## config.mk

```make
export PLATFORM = sky130hd
export DESIGN_NAME = breath_cycle_phase_timer
export DESIGN_NICKNAME = d
export VERILOG_FILES = /design/src/rtl/bcpt_pkg.sv /design/src/rtl/bcpt_div.sv /design/src/rtl/breath_cycle_phase_timer.sv
export VERILOG_INCLUDE_DIRS = /design/src /design/src/rtl
export SDC_FILE = /design/constraint.sdc
export NUM_CORES = 1
export LEC_CHECK = 0
export BUFFER_PORTS_ARGS = -buffer_cell sky130_fd_sc_hd__buf_2
export CAP_MARGIN = 0
export CELL_PAD_IN_SITES_DETAIL_PLACEMENT = 2
export CELL_PAD_IN_SITES_GLOBAL_PLACEMENT = 2
export CORE_MARGIN = 2
export CORE_UTILIZATION = 39
export CTS_CLUSTER_DIAMETER = 120
export DETAILED_ROUTE_END_ITERATION = 7
export GPL_ROUTABILITY_DRIVEN = 0
export GPL_TIMING_DRIVEN = 0
export PLACE_DENSITY = 0.8
export SYNTH_ARGS = -nofsm -noshare
export SYNTH_HDL_FRONTEND = slang
export SYNTH_SLANG_ARGS = --single-unit
```

## constraint.sdc

```tcl
create_clock -name aclk -period 10.85 [get_ports aclk]
set_input_delay 1.6275 -clock aclk [delete_from_list [all_inputs] [get_ports aclk]]
set_output_delay 1.6275 -clock aclk [all_outputs]
set_load 0.1 [all_outputs]
```

## src/rtl/breath_cycle_phase_timer_assert.svh

```systemverilog
// Assertion helpers for the breath timer, clocked on aclk and held off in reset.
`ifndef BREATH_CYCLE_PHASE_TIMER_ASSERT_SVH
`define BREATH_CYCLE_PHASE_TIMER_ASSERT_SVH

// Same-cycle implication.
`define BCPT_ASSERT_IMPL(label, ante, cons) \
    label: assert property (@(posedge aclk) disable iff (!aresetn) (ante) |-> (cons)) \
        else $error("breath timer check failed");

// Next-cycle implication.
`define BCPT_ASSERT_NEXT(label, ante, cons) \
    label: assert property (@(posedge aclk) disable iff (!aresetn) (ante) |=> (cons)) \
        else $error("breath timer check failed");

`endif

```

## src/rtl/bcpt_pkg.sv

```systemverilog
package bcpt_pkg;

    localparam int TIME_W = 13;
    localparam int DVD_W  = 16;
    localparam int PROD_W = 9;

    // Phase codes as reported on the result channel
    localparam logic [2:0] PH_HOME      = 3'd0;
    localparam logic [2:0] PH_INIT_INSP = 3'd1;
    localparam logic [2:0] PH_INSP      = 3'd2;
    localparam logic [2:0] PH_INIT_EXP  = 3'd3;
    localparam logic [2:0] PH_EXP       = 3'd4;

    // Request opcodes
    localparam logic [1:0] OP_TICK  = 2'd0;
    localparam logic [1:0] OP_START = 2'd1;
    localparam logic [1:0] OP_STOP  = 2'd2;

    // Configuration register indexes
    localparam logic REG_BREATH_RATE = 1'b0;
    localparam logic REG_IE_RATIO    = 1'b1;

    localparam logic [TIME_W-1:0] MAX13     = 13'd8191;
    localparam logic [TIME_W-1:0] LIMIT_MAX = 13'd8190;
    localparam logic [DVD_W-1:0]  CYCLE_MS  = 16'd60000;

    localparam logic [5:0] RATE_RESET = 6'd15;
    localparam logic [2:0] IE_RESET   = 3'd2;

    typedef struct packed {
        logic [1:0] op;
        logic       sensor_error;
    } in_t;

    typedef struct packed {
        logic [2:0]        phase;
        logic              running;
        logic [TIME_W-1:0] insp_time_ms;
        logic [TIME_W-1:0] exp_time_ms;
        logic [TIME_W-1:0] phase_ticks;
    } out_t;

    // Sequencer program steps
    typedef enum logic [3:0] {
        ST_IDLE     = 4'd0,
        ST_DIV_RATE = 4'd1,
        ST_WAIT_R   = 4'd2,
        ST_INSP     = 4'd3,
        ST_EXP      = 4'd4,
        ST_SCALE    = 4'd5,
        ST_LIMIT    = 4'd6,
        ST_COMMIT   = 4'd7,
        ST_DONE     = 4'd8
    } step_t;

    // Jump conditions
    typedef enum logic [2:0] {
        J_NONE     = 3'd0,
        J_ALWAYS   = 3'd1,
        J_NO_REQ   = 3'd2,
        J_BUSY     = 3'd3,
        J_NO_LIMIT = 3'd4,
        J_OUT_FULL = 3'd5
    } jcond_t;

    typedef struct packed {
        logic   accept;
        logic   div_start;
        logic   ld_scale;
        logic   ld_insp;
        logic   ld_exp;
        logic   ld_limit;
        logic   commit;
        jcond_t cond;
        step_t  target;
    } ucode_t;

    // Control store: one word per step
    function automatic ucode_t ucode_rom(step_t s);
        ucode_t w;
        w        = '0;
        w.cond   = J_NONE;
        w.target = ST_IDLE;
        unique case (s)
            ST_IDLE: begin
                w.accept = 1'b1;
                w.cond   = J_NO_REQ;
                w.target = ST_IDLE;
            end
            ST_DIV_RATE: begin
                w.div_start = 1'b1;
            end
            ST_WAIT_R: begin
                w.cond   = J_BUSY;
                w.target = ST_WAIT_R;
            end
            ST_INSP: begin
                w.ld_insp = 1'b1;
            end
            ST_EXP: begin
                w.ld_exp = 1'b1;
                w.cond   = J_NO_LIMIT;
                w.target = ST_COMMIT;
            end
            ST_SCALE: begin
                w.ld_scale = 1'b1;
            end
            ST_LIMIT: begin
                w.ld_limit = 1'b1;
            end
            ST_COMMIT: begin
                w.commit = 1'b1;
                w.cond   = J_OUT_FULL;
                w.target = ST_COMMIT;
            end
            ST_DONE: begin
                w.cond   = J_ALWAYS;
                w.target = ST_IDLE;
            end
            default: begin
                w.cond   = J_ALWAYS;
                w.target = ST_IDLE;
            end
        endcase
        return w;
    endfunction

endpackage

```

## src/rtl/bcpt_div.sv

```systemverilog
module bcpt_div #(
    parameter int DVD_W = 16,
    parameter int DVS_W = 9
) (
    input  logic             aclk,
    input  logic             aresetn,
    input  logic             start,
    input  logic [DVD_W-1:0] dividend,
    input  logic [DVS_W-1:0] divisor,
    output logic             busy,
    output logic [DVD_W-1:0] quotient
);

    localparam int CNT_W = $clog2(DVD_W + 1);

    logic             busy_reg, busy_next;
    logic [CNT_W-1:0] cnt_reg, cnt_next;
    logic [DVD_W-1:0] quo_reg, quo_next;
    logic [DVS_W-1:0] rem_reg, rem_next;
    logic [DVS_W-1:0] dvs_reg, dvs_next;

    logic [DVS_W:0] shifted;
    logic [DVS_W:0] diff;
    logic           fits;

    // One restoring step: shift in the next dividend bit, try to subtract
    always_comb begin
        shifted = {rem_reg, quo_reg[DVD_W-1]};
        diff    = shifted - {1'b0, dvs_reg};
        fits    = (shifted >= {1'b0, dvs_reg});
    end

    always_comb begin
        busy_next = busy_reg;
        cnt_next  = cnt_reg;
        quo_next  = quo_reg;
        rem_next  = rem_reg;
        dvs_next  = dvs_reg;
        if (start) begin
            busy_next = 1'b1;
            cnt_next  = CNT_W'(DVD_W);
            quo_next  = dividend;
            rem_next  = '0;
            dvs_next  = divisor;
        end else if (busy_reg) begin
            quo_next = {quo_reg[DVD_W-2:0], fits};
            rem_next = fits ? diff[DVS_W-1:0] : shifted[DVS_W-1:0];
            cnt_next = cnt_reg - CNT_W'(1);
            if (cnt_reg == CNT_W'(1)) begin
                busy_next = 1'b0;
            end
        end
    end

    always_ff @(posedge aclk) begin
        if (!aresetn) begin
            busy_reg <= 1'b0;
            cnt_reg  <= '0;
        end else begin
            busy_reg <= busy_next;
            cnt_reg  <= cnt_next;
        end
        quo_reg <= quo_next;
        rem_reg <= rem_next;
        dvs_reg <= dvs_next;
    end

    assign busy     = busy_reg;
    assign quotient = quo_reg;

endmodule

```

## src/rtl/breath_cycle_phase_timer.sv

```systemverilog
// Breath phase timer. Each request (tick, start or stop) yields one result with the
// phase, the running flag, the inspiration and expiration times derived from the
// breath-rate and I:E registers, and the tick count of the current timed phase.
// A request uses the divider and, for a tick in an init phase, the scale and limit
// steps too; a stall on the result channel holds it in the commit step. The 16-step
// radix-2 divider does the cycle-time division (the ms-to-ticks step is a reciprocal
// multiplication by the tick period), run by a nine-step microprogram. A new
// request is taken while the previous result still waits in the output register.
// Write configuration only while idle.
`include "breath_cycle_phase_timer_assert.svh"

module breath_cycle_phase_timer #(
    parameter int TICK_MS = 10
) (
    input  logic              aclk,
    input  logic              aresetn,
    input  logic              s_valid,
    output logic              s_ready,
    input  bcpt_pkg::in_t     s_data,
    output logic              m_valid,
    input  logic              m_ready,
    output bcpt_pkg::out_t    m_data,
    input  logic              cfg_we,
    input  logic              cfg_addr,
    input  logic [5:0]        cfg_wdata
);

    localparam int TW      = bcpt_pkg::TIME_W;
    localparam int DW      = bcpt_pkg::DVD_W;
    localparam int DVS_W   = bcpt_pkg::PROD_W;
    // Reciprocal of the tick period, exact floor division for any 13-bit time
    localparam int TICK_LOG = $clog2(TICK_MS);
    localparam int SHIFT    = TW + TICK_LOG;
    localparam int RECIP    = (1 << SHIFT) / TICK_MS + 1;
    localparam int RECIP_W  = TW + 2;
    localparam int SCALE_W  = TW + RECIP_W;

    bcpt_pkg::step_t  step_reg, step_next;
    bcpt_pkg::ucode_t uc;

    logic [5:0]    rate_reg;
    logic [2:0]    ie_reg;
    bcpt_pkg::in_t req_reg;

    logic [TW-1:0] insp_reg, exp_reg, limit_reg, tick_reg;
    logic [2:0]    phase_reg;
    logic          run_reg;

    logic           m_valid_reg;
    bcpt_pkg::out_t m_data_reg;

    logic [3:0]                  ie_plus;
    logic [bcpt_pkg::PROD_W-1:0] prod;
    logic [DW-1:0]               exp_prod;
    logic                        div_busy;
    logic [DW-1:0]               quo;

    logic [TW-1:0]      scale_src;
    logic [SCALE_W-1:0] scale_reg;
    logic [SCALE_W-1:0] ticks_q;

    logic jump, m_stall, need_limit, accept_fire, commit_fire;

    logic [2:0]    phase_nx;
    logic [TW-1:0] tick_nx;
    logic          run_nx;

    // Decode the current step
    assign uc = bcpt_pkg::ucode_rom(step_reg);

    assign s_ready     = uc.accept;
    assign m_stall     = m_valid_reg && !m_ready;
    assign need_limit  = (req_reg.op == bcpt_pkg::OP_TICK) &&
                         ((phase_reg == bcpt_pkg::PH_INIT_EXP) ||
                          (phase_reg == bcpt_pkg::PH_INIT_INSP));
    assign accept_fire = uc.accept && s_valid;
    assign commit_fire = uc.commit && !m_stall;

    // Evaluate the jump condition and advance the step counter
    always_comb begin
        unique case (uc.cond)
            bcpt_pkg::J_NONE:     jump = 1'b0;
            bcpt_pkg::J_ALWAYS:   jump = 1'b1;
            bcpt_pkg::J_NO_REQ:   jump = !s_valid;
            bcpt_pkg::J_BUSY:     jump = div_busy;
            bcpt_pkg::J_NO_LIMIT: jump = !need_limit;
            bcpt_pkg::J_OUT_FULL: jump = m_stall;
            default:              jump = 1'b1;
        endcase
        step_next = jump ? uc.target : bcpt_pkg::step_t'(step_reg + 4'd1);
    end

    // Datapath: cycle divisor, exp product, ms-to-ticks operand and quotient
    always_comb begin
        ie_plus   = {1'b0, ie_reg} + 4'd1;
        prod      = bcpt_pkg::PROD_W'(rate_reg) * bcpt_pkg::PROD_W'(ie_plus);
        exp_prod  = DW'(insp_reg) * DW'(ie_reg);
        scale_src = (phase_reg == bcpt_pkg::PH_INIT_EXP) ? exp_reg : insp_reg;
        ticks_q   = scale_reg >> SHIFT;
    end

    bcpt_div #(
        .DVD_W (DW),
        .DVS_W (DVS_W)
    ) u_div (
        .aclk     (aclk),
        .aresetn  (aresetn),
        .start    (uc.div_start),
        .dividend (bcpt_pkg::CYCLE_MS),
        .divisor  (prod),
        .busy     (div_busy),
        .quotient (quo)
    );

    // Phase machine and run flag update for the held request
    always_comb begin
        phase_nx = phase_reg;
        tick_nx  = tick_reg;
        run_nx   = run_reg;
        unique case (req_reg.op)
            bcpt_pkg::OP_TICK: begin
                unique case (phase_reg)
                    bcpt_pkg::PH_HOME: begin
                        if (req_reg.sensor_error) begin
                            run_nx = 1'b0;
                        end
                        tick_nx  = '0;
                        phase_nx = bcpt_pkg::PH_INIT_EXP;
                    end
                    bcpt_pkg::PH_INIT_EXP: begin
                        tick_nx  = '0;
                        phase_nx = bcpt_pkg::PH_EXP;
                    end
                    bcpt_pkg::PH_INIT_INSP: begin
                        tick_nx  = '0;
                        phase_nx = bcpt_pkg::PH_INSP;
                    end
                    bcpt_pkg::PH_EXP, bcpt_pkg::PH_INSP: begin
                        if (tick_reg > limit_reg) begin
                            tick_nx  = '0;
                            phase_nx = (phase_reg == bcpt_pkg::PH_EXP) ?
                                       bcpt_pkg::PH_INIT_INSP : bcpt_pkg::PH_INIT_EXP;
                        end else begin
                            tick_nx = tick_reg + TW'(1);
                        end
                    end
                    default: begin
                    end
                endcase
            end
            bcpt_pkg::OP_START: run_nx = 1'b1;
            bcpt_pkg::OP_STOP:  run_nx = 1'b0;
            default: begin
            end
        endcase
    end

    // Control state
    always_ff @(posedge aclk) begin
        if (!aresetn) begin
            step_reg    <= bcpt_pkg::ST_IDLE;
            rate_reg    <= bcpt_pkg::RATE_RESET;
            ie_reg      <= bcpt_pkg::IE_RESET;
            phase_reg   <= bcpt_pkg::PH_HOME;
            tick_reg    <= '0;
            limit_reg   <= '0;
            run_reg     <= 1'b0;
            m_valid_reg <= 1'b0;
        end else begin
            step_reg <= step_next;
            if (cfg_we && (cfg_addr == bcpt_pkg::REG_BREATH_RATE)) begin
                rate_reg <= cfg_wdata;
            end
            if (cfg_we && (cfg_addr == bcpt_pkg::REG_IE_RATIO)) begin
                ie_reg <= cfg_wdata[2:0];
            end
            if (uc.ld_limit) begin
                limit_reg <= (ticks_q > SCALE_W'(bcpt_pkg::LIMIT_MAX)) ?
                             bcpt_pkg::LIMIT_MAX : ticks_q[TW-1:0];
            end
            if (commit_fire) begin
                phase_reg <= phase_nx;
                tick_reg  <= tick_nx;
                run_reg   <= run_nx;
            end
            if (commit_fire) begin
                m_valid_reg <= 1'b1;
            end else if (m_ready) begin
                m_valid_reg <= 1'b0;
            end
        end
    end

    // Payload and derived times
    always_ff @(posedge aclk) begin
        if (accept_fire) begin
            req_reg <= s_data;
        end
        if (uc.ld_insp) begin
            insp_reg <= (prod == '0) ? bcpt_pkg::MAX13 :
                        (quo > DW'(bcpt_pkg::MAX13)) ? bcpt_pkg::MAX13 : quo[TW-1:0];
        end
        if (uc.ld_exp) begin
            exp_reg <= (exp_prod > DW'(bcpt_pkg::MAX13)) ?
                       bcpt_pkg::MAX13 : exp_prod[TW-1:0];
        end
        if (uc.ld_scale) begin
            scale_reg <= SCALE_W'(scale_src) * SCALE_W'(RECIP);
        end
        if (commit_fire) begin
            m_data_reg.phase        <= phase_nx;
            m_data_reg.running      <= run_nx;
            m_data_reg.insp_time_ms <= insp_reg;
            m_data_reg.exp_time_ms  <= exp_reg;
            m_data_reg.phase_ticks  <= tick_nx;
        end
    end

    assign m_valid = m_valid_reg;
    assign m_data  = m_data_reg;

    // A committed result always lands in the output register
    `BCPT_ASSERT_NEXT(a_commit_fills, commit_fire, m_valid_reg)
    // The divider is never restarted mid-division
    `BCPT_ASSERT_IMPL(a_div_free, uc.div_start, !div_busy)
    // Idle sequencer means an idle divider
    `BCPT_ASSERT_IMPL(a_idle_div, s_ready, !div_busy)
    // A timed phase never counts past its limit plus one
    `BCPT_ASSERT_IMPL(a_tick_bound,
        (phase_reg == bcpt_pkg::PH_EXP) || (phase_reg == bcpt_pkg::PH_INSP),
        {1'b0, tick_reg} <= ({1'b0, limit_reg} + 14'd1))

endmodule

```

==> results.toml <==
[outcome]
status = "completed"

[sta]
worstMarginPinSlew_ns = 1.29
setup_viol = 0
relSlewSlack = 0.143
skew_ns = 0.0140
drv_slew = 0
fin_ws_ns = 3.42
fin_crit_ns = 7.43
timing.fmax_mhz = 135
finalHoldViolations = 0
rsz0062_at_grt = "no"
tns_ns = 0
fin_crit_sh = 0.685
hold_slack_ns = 0.465

[synth]
ys_types = 68
yosys.area.top_type = "edfxtp_1"
synth_mux_area_frac = 0.0379
syn_avg_cell_area_um2 = 10.0
synthAdderAreaFrac = 0.259
async_flop_share = 0
yosys-top-cells-area = "edfxtp_1 23%, ha_1 15%, dfxtp_1 12%"
synthXorXnorAreaFrac = 0.0290
synth.most_common_cell = "inv_1"
synth.ff_latch_count = 163
synth.cell_area_um2 = 11800
synth_top_family_by_area = "adder cells"
syn-num-nets = 1400
synthFlopType = "edfxtp_1"
synth_compound_area_frac = 0.109
netlist_instances = 1179
ys_seq_area_frac = 0.354
synth-edff-count = 91
netlist.area_leader.share = 0.232
synth-simple-area-share = 0.148
synth_warnings = 0
netlist_top_cells_count = "155 x inv_1, 143 x ha_1, 123 x nand2_1"

[layout]
largest_register_ffs = 43
drive_gt1_frac = 0.113
finalNetCount = 1477
fill_cells = 3220
finish.instance_area_um2 = 13200
area_growth_pct = 11.6
diodes = 0
final_cells = 1659

[clocking]
cts_tree = "built"
clock_latency_ns = 0.45
post_cts_buffers = 0
cts_buffers = 17
ctsResizeCount = 0
clkTransAtPathRegs_ns = 0.08
cts_hold_buf = 0
cts_root_buffer = "clkbuf_16"
h-tree-depth = 4
clock-sinks = 163
cts_max_path_buffers = 2

[place]
place_inst = 1627
placed_area_um2 = 12600
place_hpwl_um = 27900
io_buffers = 58
dp_slack_ns = 3.66

[grt]
antenna_found_initial = 1
grt_max_degree = 53
use_met1 = 0.287
busiest_layer = "met2"
grt_pass1_wl_um = 57900
grt_use_met3 = 0.0313
grt_pass1_vias = 10200
grtUsageTotal = 0.241
grt_overflow = 0
grt_util_met2 = 0.448

[critical_path]
regToRegEndpoint = "scale_reg[23]$_DFFE_PP_"
critical-path-top-delay-family = "adder cells"
worstRegToRegCells = 22
criticalPathCategory = "flop to flop"
required_ns = 11.05
slowest_delay_ns = 0.81
path_max_fanout = 10
rr_startpoint = "phase_reg[2]$_SDFFE_PN0P_"
path_buf_inv = 6
worstPathCellList = "clkbuf_1 > nor2b_1 > nand2_1 > clkbuf_1 > mux2_2 > ha_1 > inv_1 > fa_1 > inv_1 > fa_1 > fa_1 > inv_1 > fa_1 > inv_1 > ha_1 > and3_1 > nand2_1 > o311ai_0 > nand4_1 > nand2_1 > a21oi_1 > xnor2_1"
end_kind = "flop"
r2r_setup_slack_ns = 3.42
crit_path_start_kind = "flop"
crit_arrival_ns = 7.63
slowest_stage = "o311ai_0"

[hold_path]
holdPathStages = 0
holdCritStartpoint = "exp_reg[7]$_SDFFCE_PN1P_"
hold_path_end = "m_data[20]$_DFFE_PP_"
hp-class = "flop to flop"

[die]
initial_core_util = 0.397
die_width_um = 178
fp-row-count = 63
die-area_um2 = 31700
core_um2 = 29700
pin_count = 60
die_height_um = 178

[flow_run]
max-cap-violations = 0

[drt]
firstDrtPassIters = 4
vias = 8962
wirelength_um = 35900
post_drt_wl_per_cell_um = 21.7
drcViolationCount = 0
ant_nets = 0
vias_per_cell = 5.40
first_iter_violations = 350

[pwr]
powerDensity_nw_per_um2 = 208
cell_internal_pwr_mw = 1.60
seq_power_share = 0.300
pwr-share-comb = 0.474
swShare = 0.417
pwr-share-clk = 0.226
vdd_drop_max_mv = 0.142
leakage_nw = 5.77
switching_power_mw = 1.14
[cells in the final DEF (no fill, tap or decap), types with 5 or more instances in the layout]
master / n
o31ai_1: 5
a31oi_1: 11
nand4_1: 5
clkbuf_16: 18
buf_2: 61
nand2_1: 123
nor3_1: 12
clkbuf_1: 25
edfxtp_1: 91
nor2_1: 45
nand2b_1: 18
nand2_2: 8
and2_1: 28
nor2b_1: 20
a22oi_1: 8
dfxtp_1: 72
a21boi_0: 18
inv_1: 155
o21ai_0: 41
mux2i_1: 30
o21a_1: 7
buf_1: 5
nand2b_2: 10
and3_1: 18
inv_8: 5
a21o_1: 9
a211oi_1: 7
ha_1: 143
a21oi_1: 50
xor2_1: 14
nand3_1: 33
fa_1: 63
xnor2_1: 25
mux2_2: 13
[cell families (layout without fill, tap and decap cells)]
family,Yosys count,count (layout)
and+or+nand+nor,344,344
adders and majority gates,206,206
AOI/OAI and AO/OA,192,192
buffers and inverters,192,282
DFF,163,163
muxes,43,43
xor gates and xnor gates,39,39
[metrics by stage]
stage	total power, mW	util
2_1_floorplan	1.75	-
4_1_cts	2.77	0.443
3_3_place_gp	2.01	0.423
6_report	2.74	0.443
3_5_place_dp	2.12	0.423
5_1_grt	2.95	0.443
[how the worst max path moves through the flow]
| stage | from | end | slack [ns] | depth (start not counted) |
|---|---|---|---|---|
| 2_1_floorplan | phase_reg[2]$_SDFFE_PN0P_ | scale_reg[26]$_DFFE_PP_ | 4.77 | 22 |
| 4_1_cts | phase_reg[2]$_SDFFE_PN0P_ | scale_reg[23]$_DFFE_PP_ | 3.47 | 22 |
| 3_5_place_dp | phase_reg[2]$_SDFFE_PN0P_ | scale_reg[23]$_DFFE_PP_ | 3.66 | 22 |
| 3_3_place_gp | phase_reg[2]$_SDFFE_PN0P_ | scale_reg[23]$_DFFE_PP_ | 3.92 | 22 |
| 6_report | phase_reg[2]$_SDFFE_PN0P_ | scale_reg[23]$_DFFE_PP_ | 3.42 | 22 |
| 5_1_grt | phase_reg[2]$_SDFFE_PN0P_ | scale_reg[23]$_DFFE_PP_ | 3.14 | 22 |
[layer usage]
layer | share of wire | vias up | wire, um
li1 | - | 4175 | -
met1 | 0.43 | 4598 | 15300
met2 | 0.53 | 139 | 19000
met3 | 0.026 | 50 | 922
met4 | 0.019 | 0 | 682
met5 | 0 | - | 0
[power by group through the flow]
stage / combinational [mW] / sequential (mW) / clock (mW)
after global routing: 1.47 / 0.831 / 0.654
after floorplan: 0.943 / 0.809 / 0
final: 1.30 / 0.822 / 0.620
after CTS: 1.31 / 0.822 / 0.633
after detailed placement: 1.29 / 0.833 / 0
after global placement: 1.19 / 0.827 / 0
[cell type report]
cell class	instances	area, um2	area share
well taps	390	488	0.0371
multi-input cells	824	6870	0.522
inverters	155	582	0.0442
plain buffers	37	169	0.0128
clock buffers	18	450	0.0342
flip-flops and latches	163	4170	0.317
repair buffers	58	290	0.0221
clock inverters	14	135	0.0103
[worst register-to-register path: cells and delay by family, from the launching register on]
family,cells,cell delay [ns]
adder cells (fa/ha/maj),6,2.81
AND/OR/NAND/NOR,6,1.33
buffers and inverters,6,1.17
AO/OA/AOI/OAI,2,0.91
multiplexers,1,0.50
flip-flops,1,0.31
XOR/XNOR,1,0.16
(Power assumes the default switching activity.)
